[src/hw/rtl/box_filter_image_downscaler_macros.svh]
// Assertion macros shared by the downscaler RTL.
// Depends on nothing; included by modules that carry assertions.
`ifndef BOX_FILTER_IMAGE_DOWNSCALER_MACROS_SVH
`define BOX_FILTER_IMAGE_DOWNSCALER_MACROS_SVH

// Implication checked on every clock edge outside reset.
`define BFD_ASSERT_IMPL(label, clk, rst, ante, cons, msg) \
  label: assert property (@(posedge clk) disable iff (rst) (ante) |-> (cons)) \
    else $error(msg);

// Implication whose consequent is checked in the next cycle.
`define BFD_ASSERT_NEXT(label, clk, rst, ante, cons, msg) \
  label: assert property (@(posedge clk) disable iff (rst) (ante) |=> (cons)) \
    else $error(msg);

`endif

[src/hw/rtl/bfd_ram.sv]
// Generic single-port-write, single-port-read RAM with registered read data.
// Depends on nothing.
module bfd_ram #(
  parameter int Width = 8,
  parameter int Depth = 16
) (
  input  logic                     clk,
  input  logic                     wr_en,
  input  logic [$clog2(Depth)-1:0] wr_addr,
  input  logic [Width-1:0]         wr_data,
  input  logic [$clog2(Depth)-1:0] rd_addr,
  output logic [Width-1:0]         rd_data
);
  logic [Width-1:0] mem [Depth];

  always_ff @(posedge clk) begin
    if (wr_en) begin
      mem[wr_addr] <= wr_data;
    end
    rd_data <= mem[rd_addr];
  end
endmodule

[config.mk]
export PLATFORM = sky130hd
export DESIGN_NAME = bfd_ram
export DESIGN_NICKNAME = d
export VERILOG_FILES = /design/src/hw/rtl/box_filter_image_downscaler_macros.svh /design/src/hw/rtl/bfd_ram.sv
export SDC_FILE = /design/constraint.sdc
export NUM_CORES = 1
export LEC_CHECK = 0
export ABC_AREA = 0
export BUFFER_PORTS_ARGS = -buffer_cell sky130_fd_sc_hd__buf_4
export CAP_MARGIN = 20
export CORE_MARGIN = 8
export CORE_UTILIZATION = 55
export CTS_BUF_LIST = sky130_fd_sc_hd__clkbuf_8
export DETAILED_ROUTE_END_ITERATION = 8
export GPL_ROUTABILITY_DRIVEN = 0
export PLACE_DENSITY = 0.84
export SYNTH_ARGS = -nofsm -noshare
export SYNTH_HDL_FRONTEND = slang
export SYNTH_SLANG_ARGS = --single-unit
[constraint.sdc]
create_clock -name clk -period 2.37 [get_ports clk]
set_input_delay 0.5925 -clock clk [delete_from_list [all_inputs] [get_ports clk]]
set_output_delay 0.5925 -clock clk [all_outputs]
set_load 0.01 [all_outputs]
# Word level (Yosys, flattened, before mapping)

Memory sizes are Yosys's and may differ from the RTL's. A register that Yosys moved wholly into a read port is not among the register bits.
Index checks and enable logic that the tools add are counted.

Muxes and demuxes: 2

Operator list:

| operator         | number |
|---|---|
| 1-bit 2-to-1 mux | 2 |

Flip-flop bits (word level): 0
RAM bits: 128
Memories kept: 1
Bits of input ports: 18
Output and inout port bits: 8
Logic and storage cells: 3

Memory list:

| memory | words | width | read ports | clocked after Yosys merged registers in | write ports | line          | text |
|---|---|---|---|---|---|---|---|
| mem    | 16    | 8     | 1          | 1                                       | 1           | bfd_ram.sv:14 | `logic [Width-1:0] mem [Depth];` |

# Logic depth before layout (Yosys ltp)

Gate-level depths: netlist (run 1).

Depth in word-level cells: 2
Depth in mapped cells: 5

# Worst setup path after synthesis (run 1)

No wires, ideal clock.

Path kind: input to register
Start point: input wr_addr[2]
End point: memory mem[0][0] (enable)
Cell stages on the path: 2
Setup slack: 285 ps
Data required time: 1987 ps
Buffers on the path: 0
Data arrival time: 1702 ps
Cell sequence: or3b_2 -> nor3_1

RTL lines:

| what               | line          | text |
|---|---|---|
| start: declaration | bfd_ram.sv:9  | `input logic [$clog2(Depth)-1:0] wr_addr,` |
| end: declaration   | bfd_ram.sv:14 |  |

No word-level cell before the write port.

==> results of run 1 <==
cells in the mapped netlist (all sizes together):
master	n	area (um^2)
nand2	9	33.8
buf	7	56.3
clkdlybuf4s25	3	30.0
mux4	32	773
edfxtp	128	3840
nand2b	2	12.5
nor3	4	20.0
a22oi	16	120
nor2	13	48.8
nand3	1	5.00
nand3b	2	15.0
and2	1	6.26
and2b	1	7.51
or3b	1	8.76
nor2b	1	6.26
dfxtp	8	160
critical path, cell delays in order:
cell and delay (ps):
buf_4 180, buf_12 230, mux4_1 570, a22oi_1 270, nand2_1 90
flip-flops by register name, indices dropped and copies added (netlist names):
register	count
mem	128
rd_data	8
cell families (layout without fill, tap and decap cells):
logic type,after synthesis,in the layout,synth area share [%]
flops,136,136,77.8
simple gates,35,35,3.18
mux,32,32,15.0
buf+inv,10,79,1.68
compound gates,16,16,2.33
worst min path at each step:
stage | from | to | slack (ps) | cells after the start
floorplan | mem[7][0] | rd_data[0] | 630 | 3
global placement | mem[15][7] | rd_data[7] | 650 | 3
detailed placement | mem[14][1] | rd_data[1] | 660 | 3
CTS | wr_data[2] | mem[13][2] | 440 | 1
global route | wr_data[4] | mem[5][4] | 450 | 1
finish | wr_data[2] | mem[4][2] | 460 | 1
layer usage:
layer,wire length (um),track usage (%),vias to the layer above
met5,0,0,-
met4,136,7.37,0
met3,791,4.85,16
met2,4850,25.0,123
met1,4080,21.5,1258
li1,-,-,1088
layout by cell type (no fill, tap or decap), drive strengths merged:
cell type	synthesis	layout
inv	0	4
clkbuf	0	17
nand3	1	1
and2b	1	1
edfxtp	128	128
nor3	4	4
and2	1	1
clkinv	0	5
nor2	13	13
nand2	9	9
bufinv	0	1
or3b	1	1
dfxtp	8	8
nand3b	2	2
buf	7	47
clkinvlp	0	5
a22oi	16	16
nor2b	1	1
mux4	32	32
nand2b	2	2
stage by stage:
stage / hold WS [ps] / power (mW)
6_report: 465 / 4.67
3_5_place_dp: 663 / 3.03
5_1_grt: 455 / 4.83
2_1_floorplan: 629 / 2.89
3_3_place_gp: 649 / 3.01
4_1_cts: 444 / 4.71
where the power goes:
group          switching [mW]  internal [mW]
sequential             0.0180           2.69
clock                   0.870          0.827
combinational           0.143          0.125
final cells by class:
type | count | area (um^2) | share of cell area (%)
Sequential cell | 136 | 4000 | 67.5
Multi-Input combinational cell | 83 | 1060 | 17.8
Timing Repair Buffer | 47 | 365 | 6.16
Clock buffer | 17 | 234 | 3.95
Tap cell | 111 | 139 | 2.34
Clock inverter | 15 | 131 | 2.22
==> flow_summary.ini, run 1 <==
[cells_and_area]
drive_above_1_share_pct = 31.9
area_growth_pct = 15.2
final_cells = 409
n_antenna_cell = 0
nets = 303
fill_cells = 576
fin_util_pct = 64.8
stdcell_area_mm2 = 0.00593

[outcome]
status = finished clean

[sta]
tns_ps = 0
final.period_utilization_pct = 69.1
min_period_ps = 1640
finalMaxSlewViolations = 0
finalSetupViolCount = 0
finClkSkew_ps = 8.90
tightest_slew_ps = 429
fmax_mhz = 611
setup_ws_ps = 732
hold_viol = 0
rsz0062_at_grt = false
slew_headroom_pct = 71.3

[detailed_routing]
firstDrtPassIters = 4
vias = 2485
drt-total-wl_um = 9860
wl_per_cell_um = 24.1
drt_iter0_markers = 190
post-route-drc-count = 0
ant_nets = 0
viasPerCell = 6.08

[cts]
clkTransAtPathRegs_ps = 70
htree_num_levels = 4
cts_resized = 0
clockBufferDepth = 2
clock-root-buffer = clkbuf_8
cts.sinks = 136
cts_setup_buffers = 0
numCtsBuffers = 17
postCtsHoldBufs = 0
cts_tree = yes
clock_latency_ps = 420

[global_routing]
grtUsageTotal_pct = 16.4
grt-ovfl-total = 0
grt_pass1_vias = 2580
antenna_found_initial = 0
grt_max_degree = 33
grt_pass1_wl_um = 15200

[logic_synthesis]
seq_area_frac_synth_pct = 77.8
synthCells = 229
synth_cell_types = 19
synth_warnings = 0
syn_avg_cell_area_um2 = 22.5
syn_nets = 247
ys_ff_latch = 136
netlist_area_mm2 = 0.00515

[floorplanning]
core_area_mm2 = 0.00915
die_width_um = 113
start_util_pct = 56.2
floorplan.rows = 35
io_pins = 26
die_y_um = 113
die_area_mm2 = 0.0127

[setup_path]
reg2reg_from = mem[2][0]
critPathLaunchType = input port
crit_type = input port to flip-flop
cp_max_fo = 21
crit_path_end = rd_data[5]
crit_start = rd_addr[0]
reg2reg_slack_ps = 930
end_kind = flip-flop
worstPathRequired_ps = 2670
cp.arrival_ps = 1940
reg2regPathDepth = 3
reg2reg_to = rd_data[0]

[job]
max_cap_violations = 0

[power_and_ir_drop]
p_leak_nw = 2.01
vdd_ir_drop_max_mv = 0.431
power_density_mw_per_mm2 = 787

[place]
post-place-ws_ps = 280
dpl.hpwl_um = 6650
io_buffer_count = 25
dp_cells = 377
placed_area_mm2 = 0.00557

[min_path]
min_path_type = input port to flip-flop
Power figures use the tool's default switching activity.
==> run 2: changes to the inputs <==
- PLACE_DENSITY: 0.84 -> 0.87
- clock period: 2.37 -> 1.4 ns (I/O delays scaled with it)
==> run 2 against run 1 <==
Non-clock buffer count grew 11; register-to-register slack got worse by 880 ps; via count is 3.9% higher; sequential power rose by 70%; die area stayed put; critical path type unchanged; critical endpoint is now rd_data[4].
==> flow_summary.ini, run 2 (same netlist as run 1, synthesis figures left out) <==
[cells_and_area]
fill_cells = 551
layout_commonest_cell = edfxtp_1
largest_reg_flops = 128
n_antenna_cell = 0
final_cells = 419
seqCellArea_mm2 = 0.00400
area_growth_pct = 19.1
fin_util_pct = 67.0
layout_common_cells = edfxtp_1, buf_4, mux4_2
stdcell_area_mm2 = 0.00613
nets = 314
drive_above_1_share_pct = 41.2
top_regs = mem: 128 flops, rd_data: 8 flops
regMostFlops = mem
multi_input_area_mm2 = 0.00106

[sta]
rsz0062_at_grt = false
finClkSkew_ps = 7.40
min_period_ps = 1360
finalSetupViolCount = 0
hold_viol = 0
finalMaxSlewViolations = 0
fmax_mhz = 737
slew_headroom_pct = 42.4
tightest_slew_ps = 862
final.period_utilization_pct = 97.0

[global_routing]
grtUsageTotal_pct = 17.9
grt_pass1_wl_um = 16300
antenna_found_initial = 0
grt-ovfl-total = 0
grt_max_degree = 17
grt_pass1_vias = 2821

[detailed_routing]
drt-total-wl_um = 10600
firstDrtPassIters = 5
wl_per_cell_um = 25.2
drt_iter0_markers = 260
ant_nets = 0
post-route-drc-count = 0
vias = 2581
viasPerCell = 6.16

[cts]
clockBufferDepth = 2
clock-root-buffer = clkbuf_8
clkTransAtPathRegs_ps = 70
cts_tree = yes
cts.sinks = 136
postCtsHoldBufs = 0
numCtsBuffers = 17
clock_latency_ps = 430
cts_setup_buffers = 0
htree_num_levels = 4

[setup_path]
crit_top_cell = buf_4
worstPathCellList = buf_4 -> buf_4 -> mux4_2 -> a22oi_1 -> nand2_1
cp_max_fo = 10
end_kind = flip-flop
worstPathRequired_ps = 1720
reg2reg_from = mem[3][4]
reg2reg_to = rd_data[4]
slowest_delay_ps = 530
reg2regPathDepth = 3
critPathTopFamily = multiplexers
cp_slowest_cell = mux4_2
cp.arrival_ps = 1670
crit_type = input port to flip-flop
critPathLaunchType = input port
path_buf_inv = 2
reg2reg_slack_ps = 50

[place]
dpl.hpwl_um = 7120
dp_cells = 388
io_buffer_count = 25
placed_area_mm2 = 0.00569

[floorplanning]
die_area_mm2 = 0.0127
die_y_um = 113
die_width_um = 113
io_pins = 26
floorplan.rows = 35
start_util_pct = 56.2
core_area_mm2 = 0.00915

[power_and_ir_drop]
p_leak_nw = 2.08
switchingPower_mw = 1.79
intPower_mw = 6.74
p_clk_share_pct = 40.3
vdd_ir_drop_max_mv = 0.536
power_density_mw_per_mm2 = 1390
swShare_pct = 21.0
p_seq_share_pct = 53.7
combPwrFrac_pct = 6.0

[job]
max_cap_violations = 0

[min_path]
min_path_type = input port to flip-flop
worst_hold_path.endpoint = mem[6][5]
min_path_cells = 1
hp-start = wr_data[5]

[outcome]
status = finished clean
## run 2: cell count changes in the layout (fill, tap and decap cells not counted), sizes merged
cell,delta
buf,+11
bufinv,+3
clkinvlp,-2
inv,-2
## run 2: timing repair
| action | in CTS | in global routing |
|---|---|---|
| resized for setup | 0 | 1 |
| hold endpoints to repair | 0 | 0 |
| endpoints found under the setup margin | 0 | 1 |
## run 2: routing by layer
layer / up-vias / wire [um] / GRT usage, %
li1: 1093 / - / -
met1: 1314 / 4050 / 21.7
met2: 147 / 5170 / 28.1
met3: 27 / 1040 / 6.50
met4: 0 / 303 / 8.45
met5: - / 0 / 0
## run 2: worst max-delay path by stage
stage / startpoint / cells past startpoint / endpoint
final: rd_addr[0] / 5 / rd_data[4]
after global routing: mem[5][2] / 3 / rd_data[2]
after CTS: mem[10][0] / 3 / rd_data[0]
after detailed placement: rd_addr[0] / 5 / rd_data[4]
after global placement: rd_addr[0] / 5 / rd_data[0]
after floorplan: wr_addr[2] / 2 / mem[0][0]
## run 2: per-stage QoR
step / setup slack, ps / TNS (ps) / power [mW] / hold WS, ps
6_report: 42.5 / 0 / 8.53 / 218
5_1_grt: 1.71 / 0 / 8.77 / 211
4_1_cts: 35.2 / 0 / 8.57 / 205
3_5_place_dp: -381 / -11470 / 5.18 / 661
3_3_place_gp: -353 / -8810 / 5.16 / 648
2_1_floorplan: -53.0 / -530 / 4.92 / 449
## run 2: area by class of cell
cell class                      count  area share [%]
Sequential cell                   136            65.3
Multi-Input combinational cell     83            17.2
Timing Repair Buffer               58            8.12
Clock buffer                       17            3.82
Clock inverter                     14            3.26
Tap cell                          111            2.26
## run 2: power groups by stage
stage	clock network [mW]	registers, mW	logic, mW
finish	3.44	4.58	0.511
global route	3.63	4.59	0.551
CTS	3.47	4.58	0.514
detailed placement	0	4.67	0.510
global placement	0	4.67	0.490
floorplan	0	4.67	0.255
==> run 3: changes to the inputs <==
- PLACE_DENSITY: 0.87 -> 0.84
- clock period: 1.4 -> 1.6 ns (I/O delays scaled with it)
==> run 3 against run 2 <==
Non-clock buffer count shrank 7; sequential cell count unchanged; global-route usage down 1.4 points; combinational power decreased by 19%; first-iteration DRC count decreased by 21%; highest routed layer unchanged; sequential power fell by 13%; critical path type is now flip-flop to flip-flop; clock skew rose by 3.0 ps; hold slack improved by 44 ps; critical path depth shrank 2; cell count shrank 1.4%.
==> flow_summary.ini, run 3 (same netlist as run 1, synthesis figures left out) <==
[cells_and_area]
nets = 307
layout_common_cells = edfxtp_1, buf_4, mux4_2
fin_util_pct = 66.2
n_antenna_cell = 0
regMostFlops = mem
multi_input_area_mm2 = 0.00106
seqCellArea_mm2 = 0.00400
top_regs = mem: 128 flops, rd_data: 8 flops
drive_above_1_share_pct = 33.8
fill_cells = 578
area_growth_pct = 17.8
largest_reg_flops = 128
layout_commonest_cell = edfxtp_1
final_cells = 413

[sta]
finalMaxSlewViolations = 0
hold_viol = 0
slew_headroom_pct = 52.0
finalSetupViolCount = 0
min_period_ps = 1430
holdWs_ps = 262
finClkSkew_ps = 10.4
tightest_slew_ps = 718
rsz0062_at_grt = false
final.period_utilization_pct = 89.5
fmax_mhz = 698

[cts]
clock-root-buffer = clkbuf_8
cts_resized = 0
clockBufferDepth = 2
numCtsBuffers = 17
postCtsHoldBufs = 0
clkTransAtPathRegs_ps = 80
htree_num_levels = 4
clock_latency_ps = 440
cts_setup_buffers = 0
cts_tree = yes
cts.sinks = 136

[setup_path]
cp_slowest_cell = mux4_1
cp.arrival_ps = 1750
crit_type = flip-flop to flip-flop
critPathLaunchType = flip-flop
reg2reg_slack_ps = 170
worstPathCellList = mux4_1 -> a22oi_1 -> nand2_1
end_kind = flip-flop
worstPathRequired_ps = 1920
cp_max_fo = 1
crit_start = mem[10][4]
slowest_delay_ps = 540
reg2reg_from = mem[10][4]

[floorplanning]
die_width_um = 113
die_y_um = 113
core_area_mm2 = 0.00915
floorplan.rows = 35
start_util_pct = 56.2
die_area_mm2 = 0.0127
io_pins = 26

[detailed_routing]
post-route-drc-count = 0
ant_nets = 0
drt-total-wl_um = 9690
drt_iter0_markers = 205
vias = 2486
viasPerCell = 6.02
firstDrtPassIters = 4
wl_per_cell_um = 23.5

[global_routing]
grt_pass1_wl_um = 14900
grt_pass1_vias = 2592
antenna_found_initial = 0
grt_max_degree = 20
grt-ovfl-total = 0
grtUsageTotal_pct = 16.4

[power_and_ir_drop]
power_density_mw_per_mm2 = 1230
p_leak_nw = 2.08
vdd_ir_drop_max_mv = 0.595

[place]
dp_cells = 381
io_buffer_count = 25
dpl.hpwl_um = 6310

[min_path]
hp-start = wr_data[2]
min_path_type = input port to flip-flop

[outcome]
status = finished clean

[job]
max_cap_violations = 0
-- run 3: cell count changes in the layout (fill, tap and decap cells not counted), moves of 2 or more --
cell | previous run | this run
buf_4 | 53 | 48
nor2_1 | 10 | 13
mux4_1 | 3 | 14
nor2_2 | 3 | 0
nor3_1 | 0 | 3
nor3_2 | 3 | 1
mux4_2 | 29 | 18
buf_12 | 5 | 3
-- run 3: layout make-up --
cell class | instances | share of cell area, %
Clock buffer | 17 | 3.86
Sequential cell | 136 | 66.0
Multi-Input combinational cell | 83 | 17.5
Clock inverter | 15 | 3.36
Timing Repair Buffer | 51 | 6.93
Tap cell | 111 | 2.29
-- run 3: path summary, 6_finish.rpt --
path / endpoint / depth (start not counted)
max: rd_data[4] / 3
min: mem[6][2] / 1
max reg2reg: rd_data[4] / 3
min reg2reg: rd_data[1] / 3
-- run 3: worst max-delay path, delay by kind of cell, from the launching register on --
family / cells / cell delay (ps)
flops: 1 / 410
mux: 1 / 540
compound gates: 1 / 290
simple gates: 1 / 80
-- run 3: metal layers --
metal / global-route usage (%) / routed length (um) / vias to the layer above
met2: 24.7 / 4770 / 107
li1: - / - / 1091
met4: 7.64 / 206 / 0
met5: 0 / 0 / -
met3: 6.02 / 788 / 17
met1: 21.0 / 3930 / 1271
-- run 3: through the flow --
step	setup slack [ps]	setup TNS, ps	power, mW	instance area, um^2
final	168	0	7.44	6060
after global routing	93.5	0	7.68	6060
after detailed placement	-184	-2680	4.50	5630
after CTS	125	0	7.50	6060
after global placement	-167	-2060	4.48	5630
after floorplan	-66.1	-1980	4.29	5150
-- run 3: where the power goes --
group          total, mW  leakage [nW]  internal [mW]  switching (mW)
Sequential          4.00          1.22           3.98          0.0269
Combinational      0.413         0.640          0.200           0.214
Clock               3.03         0.214           1.70            1.32
Total               7.44          2.08           5.88            1.56
