===== src/hw/rtl/box_filter_image_downscaler_macros.svh =====
// Assertion macros shared by the downscaler RTL.
// Depends on nothing; included by modules that carry assertions.
`ifndef BOX_FILTER_IMAGE_DOWNSCALER_MACROS_SVH
`define BOX_FILTER_IMAGE_DOWNSCALER_MACROS_SVH

// Implication checked on every clock edge outside reset.
`define BFD_ASSERT_IMPL(label, clk, rst, ante, cons, msg) \
  label: assert property (@(posedge clk) disable iff (rst) (ante) |-> (cons)) \
    else $error(msg);

// Implication whose consequent is checked in the next cycle.
`define BFD_ASSERT_NEXT(label, clk, rst, ante, cons, msg) \
  label: assert property (@(posedge clk) disable iff (rst) (ante) |=> (cons)) \
    else $error(msg);

`endif


===== src/hw/rtl/bfd_pkg.sv =====
// Package of the box filter downscaler: register indexes and shared types.
// Depends on nothing.
package bfd_pkg;
  localparam int NumChannels = 3;
  localparam int AddrBits    = 4;
  localparam int RowLimit    = 512;

  typedef enum logic [1:0] {
    REG_WIDTH  = 2'd0,
    REG_HEIGHT = 2'd1,
    REG_SCALE  = 2'd2,
    REG_MODE   = 2'd3
  } reg_index_t;

  typedef enum logic [1:0] {
    DIV_IDLE = 2'd0,
    DIV_RUN  = 2'd1,
    DIV_DONE = 2'd2
  } div_state_t;
endpackage


===== src/hw/rtl/bfd_divider.sv =====
// Restoring divider for the three channel means, one quotient bit a cycle.
// Depends on bfd_pkg.
`include "box_filter_image_downscaler_macros.svh"
module bfd_divider import bfd_pkg::*; #(
  parameter int SumBits = 16,
  parameter int CntBits = 8,
  parameter int ChanBits = 8
) (
  input  logic                               clk,
  input  logic                               rst,
  input  logic                               start,
  input  logic [NumChannels-1:0][SumBits-1:0] dividend,
  input  logic [CntBits-1:0]                 divisor,
  output logic                               done,
  output logic [NumChannels-1:0][ChanBits-1:0] quotient
);
  localparam int StepBits = $clog2(SumBits + 1);

  div_state_t state, state_next;
  logic [StepBits-1:0] step;
  logic [CntBits-1:0] den;
  logic [NumChannels-1:0][SumBits-1:0] quo;
  logic [NumChannels-1:0][SumBits:0] rem;

  always_comb begin
    state_next = state;
    unique case (state)
      DIV_IDLE: if (start) state_next = DIV_RUN;
      DIV_RUN:  if (step == StepBits'(SumBits - 1)) state_next = DIV_DONE;
      DIV_DONE: state_next = DIV_IDLE;
      default:  state_next = DIV_IDLE;
    endcase
  end

  always_comb begin
    done = (state == DIV_DONE);
    for (int c = 0; c < NumChannels; c++) begin
      quotient[c] = (quo[c] > SumBits'((1 << ChanBits) - 1)) ?
                    ChanBits'((1 << ChanBits) - 1) : quo[c][ChanBits-1:0];
    end
  end

  always_ff @(posedge clk) begin
    if (rst) begin
      state <= DIV_IDLE;
    end else begin
      state <= state_next;
    end
    if (state == DIV_IDLE && start) begin
      step <= '0;
      den  <= divisor;
      for (int c = 0; c < NumChannels; c++) begin
        quo[c] <= dividend[c];
        rem[c] <= '0;
      end
    end else if (state == DIV_RUN) begin
      step <= step + 1'b1;
      for (int c = 0; c < NumChannels; c++) begin
        logic [SumBits:0] trial;
        trial = {rem[c][SumBits-1:0], quo[c][SumBits-1]};
        if (trial >= (SumBits+1)'(den)) begin
          rem[c] <= trial - (SumBits+1)'(den);
          quo[c] <= {quo[c][SumBits-2:0], 1'b1};
        end else begin
          rem[c] <= trial;
          quo[c] <= {quo[c][SumBits-2:0], 1'b0};
        end
      end
    end
  end

  `BFD_ASSERT_NEXT(a_done_after_run, clk, rst, state == DIV_DONE, state == DIV_IDLE, "divider stuck")
  `BFD_ASSERT_IMPL(a_den_nonzero, clk, rst, state == DIV_RUN, den != '0, "zero divisor")
  `BFD_ASSERT_IMPL(a_step_bound, clk, rst, state == DIV_RUN, step < StepBits'(SumBits), "step overrun")
endmodule


===== config.mk =====
export PLATFORM = sky130hd
export DESIGN_NAME = bfd_divider
export DESIGN_NICKNAME = d
export VERILOG_FILES = /design/src/hw/rtl/bfd_pkg.sv /design/src/hw/rtl/bfd_divider.sv
export VERILOG_INCLUDE_DIRS = /design/src /design/src/hw/rtl
export SDC_FILE = /design/constraint.sdc
export NUM_CORES = 1
export LEC_CHECK = 0
export ABC_AREA = 1
export BUFFER_PORTS_ARGS = -buffer_cell sky130_fd_sc_hd__clkbuf_2
export CORE_ASPECT_RATIO = 1.1
export CORE_UTILIZATION = 25
export DETAILED_ROUTE_END_ITERATION = 16
export PLACE_DENSITY = 0.49
export SETUP_SLACK_MARGIN = 0.1
export SYNTH_ARGS = -nofsm -noshare
export SYNTH_HDL_FRONTEND = slang
export SYNTH_SLANG_ARGS = --single-unit

===== constraint.sdc =====
create_clock -name clk -period 4 [get_ports clk]
set_input_delay 0.8 -clock clk [delete_from_list [all_inputs] [get_ports clk]]
set_output_delay 0.8 -clock clk [all_outputs]
set_load 0.1 [all_outputs]

After elaboration in Yosys (flattened, before gate mapping)
Index checks and enable logic that the tools add are counted.
{ "word_totals": {"output_inout_bits": 25, "wordCells": 42, "ff_bits": 111} }
{ "op_classes": {"n_lt_le_gt_ge": 6, "addsub": 4, "n_eq_ne": 5, "reduce_logical": 4, "muxes": 14} }
{ "op_table": {"columns": ["operator", "count"], "rows": [
  ["$mux W48", 2],
  ["$ge A17 B8 Y1", 3],
  ["$gt A16 B8 Y1 const B", 3],
  ["$mux W16", 3],
  ["$sub A16 B8 Y16", 3],
  ["$mux W8", 3],
  ["$add A5 B1 Y5 const B", 1],
  ["$eq A5 B4 Y1 const B", 1],
  ["$mux W2", 2],
  ["$ne A2 B2 Y1 const B", 2],
  ["$pmux W2 S2", 1],
  ["$mux W1", 3],
  ["$eq A2 B1 Y1 const B", 1],
  ["$eq A2 B2 Y1 const B", 1],
  ["$logic_not A2 Y1", 1],
  ["$reduce_and A2 Y1", 1],
  ["$reduce_bool A2 Y1", 1],
  ["$logic_and A1 B1 Y1", 1]
]} }

Depth between registers and ports, before layout
Gate-level depths: netlist (run 1).
{ "logic_depth": {"word_depth": 4, "mapped_depth": 15, "mapped_depth_nobuf": 13} }

Worst setup path after synthesis (run 1)
OpenSTA, ideal clock, no wires.
{ "synth_path": {"path_type": "register to output", "from": "register quo[26] (netlist bit)", "to": "output port quotient[10] (netlist bit)", "path_stages_with_launch": 5, "t_arrival_ps": 1856, "setup_slack_ps": 1344, "cell_sequence": "edfxtp_1 -> nor4_1 -> nand2_1 -> nor3_1 -> nand2_1"} }
{ "synth_lines": {"columns": ["item", "line", "source"], "rows": [
  ["start, declared", "bfd_divider.sv:22", "logic [NumChannels-1:0][SumBits-1:0] quo;"],
  ["start signal, assigned by index", "bfd_divider.sv:53", "quo[c] <= dividend[c];"],
  ["start signal, assigned by index", "bfd_divider.sv:63", "quo[c] <= {quo[c][SumBits-2:0], 1'b1};"],
  ["start signal, assigned by index", "bfd_divider.sv:66", "quo[c] <= {quo[c][SumBits-2:0], 1'b0};"],
  ["end, declared", "bfd_divider.sv:15", "output logic [NumChannels-1:0][ChanBits-1:0] quotient"]
]} }

==> results of run 1 <==
## how the worst min path moves through the flow
stage,from,end,slack [ns]
5_1_grt,rem[49]$_SDFFE_PP0P_,rem[49]$_SDFFE_PP0P_,0.49
4_1_cts,rem[32]$_SDFFE_PP0P_,rem[32]$_SDFFE_PP0P_,0.46
2_1_floorplan,rem[15]$_SDFFE_PP0P_,rem[15]$_SDFFE_PP0P_,0.43
3_5_place_dp,rem[32]$_SDFFE_PP0P_,rem[32]$_SDFFE_PP0P_,0.44
6_report,rem[32]$_SDFFE_PP0P_,rem[32]$_SDFFE_PP0P_,0.46
3_3_place_gp,rem[49]$_SDFFE_PP0P_,rem[49]$_SDFFE_PP0P_,0.44
## metrics by stage
| step | hold slack (ns) | setup WS, ns | instance area (um^2) | util |
|---|---|---|---|---|
| after floorplan | 0.427 | 1.34 | 7170 | - |
| after global placement | 0.442 | 1.36 | 7920 | 0.283 |
| after detailed placement | 0.442 | 1.24 | 7920 | 0.283 |
| after CTS | 0.459 | 0.833 | 8220 | 0.293 |
| after global routing | 0.488 | 0.585 | 8220 | 0.293 |
| final | 0.456 | 0.871 | 8220 | 0.293 |
## synth_stat cells, types with 6 or more instances
master    instances
clkbuf_1          6
nand3_1          85
buf_2            13
nand2_1         444
nor2_2            7
nor2_1           70
dfxtp_1          55
o21ai_0          40
nor3_1           13
inv_1           150
nand4_1          10
xnor2_1           8
a21oi_1          27
nand3b_1          8
nand2_2           8
edfxtp_1         56
ha_1             26
## metal layers
layer | GRT usage | vias to the layer above | routed length [um]
li1 | - | 3481 | -
met1 | 0.174 | 2841 | 9060
met2 | 0.199 | 143 | 7790
met3 | 0.0314 | 9 | 1010
met4 | 0.0296 | 0 | 169
met5 | 0 | - | 0
## report_power, final
part | internal, mW | total [mW] | switching [mW]
logic | 0.881 | 2.48 | 1.60
clock network | 0.443 | 0.929 | 0.486
registers | 1.51 | 1.74 | 0.226
## cells by family after synthesis
family	count (synthesis)
AOI/OAI and AO/OA	77
xor gates and xnor gates	12
adders and majority gates	29
buffers and inverters	182
DFF	111
and+or+nand+nor	654
## worst min-delay path, cell delays in order (launching register included)
cell and delay (ns):
dfxtp_1 0.32, nand2_1 0.06, nand2_1 0.04
## final cells by class
cell class                      instances  share of cell area
Multi-Input combinational cell        772               0.444
Sequential cell                       111               0.339
Inverter                              156              0.0725
Tap cell                              363              0.0553
Timing Repair Buffer                   87              0.0542
Clock buffer                            9              0.0274
Clock inverter                          7             0.00807
## state kept, by name, summed over array words and instances, names as in the netlist
register  flops
quo          48
den           8
state         2
rem          48
step          5
==> impl_metrics.yaml, run 1 <==
status:
  outcome: "finished, final reports clean"
synthesis:
  ys_seq_area_frac: 0.388
  synthCells: 1065
  synth_edf_count: 56
  yosys_register_bits: 111
  synth_xor_area_frac: 0.0147
  synthAdderAreaFrac: 0.0537
  synth_top_flop_cell: "edfxtp_1"
  synth-compound-area-share: 0.0586
  yosysTopAreaCell: "edfxtp_1"
  synth_area_per_cell_um2: 6.73
  syn_area_um2: 7170
  synthSimpleGateAreaFrac: 0.380
  synth_top_area_frac: 0.234
  synth_top_family_by_area: "simple AND/OR/NAND/NOR gates"
  synthArstFlopShare: 0
  synth.area.top_cells: "edfxtp_1 23%, nand2_1 23%, dfxtp_1 15%"
  ys_types: 37
  yosysWarningCount: 0
  syn-num-nets: 1153
  synth_mux_area_frac: 0
die:
  coreArea_um2: 28000
  dieArea_um2: 29400
  start_util: 0.256
  die_height_um: 180
  rows: 64
  ioPinCount: 84
  die_w_um: 163
worst_setup_path:
  worstPathCellList: "nor4_1 > nand2_1 > nor3_1 > nand2_1 > clkbuf_2"
  critPathMostFrequentCell: "nand2_1"
  rr_endpoint: "rem[6]$_SDFFE_PP0P_"
  r2r_start: "den[1]$_DFFE_PP_"
  critPathLaunchType: "flip-flop"
  critPathBufInv: 1
  cpPeakStageDelay_ns: 0.68
  cp.depth: 5
  slowest_stage: "nor3_1"
  endpoint: "quotient[15]"
  crit_start: "quo[26]$_DFFE_PP_"
  rrSetupSlack_ns: 1.65
  cp_top_family: "simple AND/OR/NAND/NOR gates"
  cp.required_ns: 3.20
  reg2reg_depth: 11
  criticalPathCategory: "flip-flop to output pin"
  crit_arrival_ns: 2.33
  path_max_fanout: 8
  crit_path_end_kind: "output pin"
route:
  drt_wl_total_mm: 18.0
  drt-initial-drc-count: 284
  viasPerCell: 4.30
  drcViolationCount: 0
  num_vias: 6474
  detailedRoute.firstPassIterationCount: 5
  wl_per_cell_um: 12.0
  ant_nets: 0
clock_network:
  numCtsBuffers: 9
  cts.path.max_buffers: 2
  cts.clk_slew.worst_paths_ns: 0.09
  cts.sinks: 111
  ctsResizeCount: 0
  cts_root_buf: "clkbuf_16"
  htree_levels: 3
  ctsHoldBuffers: 0
  clk_latency_ns: 0.37
  cts_setup_buffers: 0
  cts_tree: "done"
cells_and_area:
  final_common_cell: "nand2_1"
  multi_input_area_um2: 3650
  layout_common_cells: "444 x nand2_1, 148 x inv_1, 85 x nand3_1"
  regArea_um2: 2780
  drive_gt1_frac: 0.119
  nFillCells: 3155
  syn_to_final_growth_pct: 14.5
  diodes: 0
  fin_nets: 1225
  layout.cells.non_filler: 1505
timing:
  period_share: 0.782
  final_hold_viol_count: 0
  period_minus_slack_ns: 3.13
  final_max_slew_viol_count: 0
  setup_viol_count_final: 0
  rsz0062_at_grt: "no"
  worst_pin_slew_ns: 1.04
  fmax_ghz: 0.320
  clock_skew_ns: 0.0107
  setup_tns_ns: 0
  slew_headroom: 0.305
power_and_ir_drop:
  power.total_mw: 5.15
  leakagePower_nw: 4.02
  vdd_drop_max_mv: 0.231
  powerDensity_nw_per_um2: 627
global_routing:
  grt_pass1_vias: 6195
  grt_antenna_before_repair: 0
  grt_pass1_wl_mm: 30.2
  grt_max_degree: 93
  overflow: 0
  grtUsageTotal: 0.127
place:
  dp.cells: 1489
  dp_hpwl_mm: 13.1
  place_congestion: 0.849
  io_buffers: 83
hold_path:
  min_path_cells: 2
  hold_path.class: "flip-flop to flip-flop"
flow_run:
  cap_violations: 0
No activity file was read; power rests on OpenSTA's default activity.
==> run 2: changes to the inputs <==
- ABC_AREA: 1 -> 0
- clock period: 4 -> 2.99 ns (I/O delays scaled with it)
==> impl_metrics.yaml, run 2 <==
clock_network:
  numCtsBuffers: 9
  cts.clk_slew.worst_paths_ns: 0.08
  cts_root_buf: "clkbuf_16"
  ctsHoldBuffers: 0
  htree_levels: 3
  cts_setup_buffers: 0
  cts.path.max_buffers: 2
  clk_latency_ns: 0.37
  cts_tree: "done"
  ctsResizeCount: 0
  cts.sinks: 111
place:
  io_buffers: 83
  place_ws_ns: 0.476
  dp_hpwl_mm: 11.1
  dp.cells: 1098
  place_congestion: 0.789
synthesis:
  synthCells: 725
  synth_top_area_frac: 0.266
  synth_area_per_cell_um2: 8.73
  synthArstFlopShare: 0
  syn_area_um2: 6330
  synth_common_cells: "182 x nand2_1, 56 x edfxtp_1, 55 x dfxtp_1"
  syn-num-nets: 813
  ys_seq_area_frac: 0.439
  synth.area.top_cells: "edfxtp_1 27%, dfxtp_1 17%, nand2_1 11%"
  yosysWarningCount: 0
  yosysTopAreaCell: "edfxtp_1"
  ys_types: 60
  synthMostInstantiatedCell: "nand2_1"
  yosys_register_bits: 111
  synth_top_flop_cell: "edfxtp_1"
  synth_edf_count: 56
timing:
  setup_viol_count_final: 0
  fin_ws_ns: 0.318
  setup_tns_ns: 0
  clock_skew_ns: 0.0167
  final_max_slew_viol_count: 0
  rsz0062_at_grt: "no"
  fmax_ghz: 0.374
  period_share: 0.894
  period_minus_slack_ns: 2.67
  worst_pin_slew_ns: 0.566
  slew_headroom: 0.619
  final_hold_viol_count: 0
worst_setup_path:
  critPathLaunchType: "flip-flop"
  critPathBufInv: 1
  crit_path_end_kind: "output pin"
  cp_top_family: "simple AND/OR/NAND/NOR gates"
  path_max_fanout: 8
  worstPathCellList: "nor4_1 > nand2_1 > or2_2 > clkbuf_2"
  cpPeakStageDelay_ns: 0.47
  criticalPathCategory: "flip-flop to output pin"
  slowest_stage: "edfxtp_1"
  cp.required_ns: 2.39
  crit_arrival_ns: 2.07
cells_and_area:
  diodes: 0
  layout.cells.non_filler: 1114
  layout_common_cells: "181 x nand2_1, 83 x clkbuf_2, 56 x edfxtp_1"
  drive_gt1_frac: 0.194
  fin_nets: 887
  reg.largest.list: "quo: 48 flops, rem: 48 flops, den: 8 flops"
  final_common_cell: "nand2_1"
  syn_to_final_growth_pct: 17.5
power_and_ir_drop:
  powerDensity_nw_per_um2: 869
  power.total_mw: 6.46
  vdd_drop_max_mv: 0.312
  leakagePower_nw: 3.23
global_routing:
  grt_pass1_wl_mm: 25.5
  grt_max_degree: 73
  grtUsageTotal: 0.123
  grt_antenna_before_repair: 0
  overflow: 0
  grt_pass1_vias: 5057
die:
  die_w_um: 154
  rows: 60
  coreArea_um2: 24700
  dieArea_um2: 26000
  die_height_um: 169
  start_util: 0.256
  ioPinCount: 84
route:
  num_vias: 5184
  ant_nets: 0
  wl_per_cell_um: 14.0
  viasPerCell: 4.65
  drt-initial-drc-count: 225
  drcViolationCount: 0
  drt_wl_total_mm: 15.6
  detailedRoute.firstPassIterationCount: 4
flow_run:
  cap_violations: 0
hold_path:
  hold_path.class: "input port to flip-flop"
status:
  outcome: "finished, final reports clean"
==> run 2: changes by cell type in the layout (fill, tap and decap cells not counted), sizes merged, moves of 21 or more <==
cell   previous run  this run
nand2           452       184
inv             161        28
nand3            88        31
nor2             80        37
or2               0        28
mux2i             0        21
==> run 2: cell families after synthesis <==
group                      synth area share
AOI/OAI and AO/OA                     0.134
xor gates and xnor gates             0.0373
adders and majority gates            0.0609
buffers and inverters                0.0356
DFF                                   0.439
muxes                                0.0332
and+or+nand+nor                       0.260
==> run 2: stage by stage <==
step                cell area [um^2]   util  hold slack [ns]
global route                    7440  0.301            0.393
detailed placement              7150  0.289            0.441
CTS                             7440  0.301            0.391
finish                          7440  0.301            0.405
floorplan                       6330      -            0.426
global placement                7150  0.289            0.438
==> run 2: worst paths after layout <==
check / depth (start not counted) / slack (ns) / endpoint / start
min reg2reg: 1 / 0.46 / rem[49]$_SDFFE_PP0P_ / rem[49]$_SDFFE_PP0P_
min: 1 / 0.41 / den[2]$_DFFE_PP_ / divisor[2]
max reg2reg: 8 / 0.49 / rem[34]$_SDFFE_PP0P_ / den[7]$_DFFE_PP_
max: 4 / 0.32 / quotient[17] / quo[47]$_DFFE_PP_
==> run 2: final cells by class <==
type	instances	area (um^2)
Clock buffer	9	225
Clock inverter	7	68.8
Fill cell	2607	17300
Inverter	24	90.1
Multi-Input combinational cell	557	3340
Sequential cell	111	2780
Tap cell	310	388
Timing Repair Buffer	96	551
==> run 2: worst register-to-register path, cell delays in order (launching register included) <==
cell and delay (ns):
edfxtp_1 0.36, inv_1 0.15, ha_1 0.31, and4b_1 0.23, a31oi_1 0.28, and3_1 0.48
nand2_4 0.18, and2_1 0.20, o31ai_1 0.21
==> run 2: where the power goes <==
part	switching, mW	total (mW)	internal [mW]	leakage [nW]
combinational	1.56	2.84	1.28	2.07
clock	0.643	1.23	0.591	0.143
sequential	0.357	2.39	2.03	1.02
==> run 2: per-layer routing <==
layer | vias to the layer above | track usage | wire, um
met1 | 2397 | 0.148 | 7150
li1 | 2697 | - | -
met2 | 77 | 0.217 | 7630
met4 | 0 | 0.0422 | 203
met5 | - | 0 | 0
met3 | 13 | 0.0261 | 590
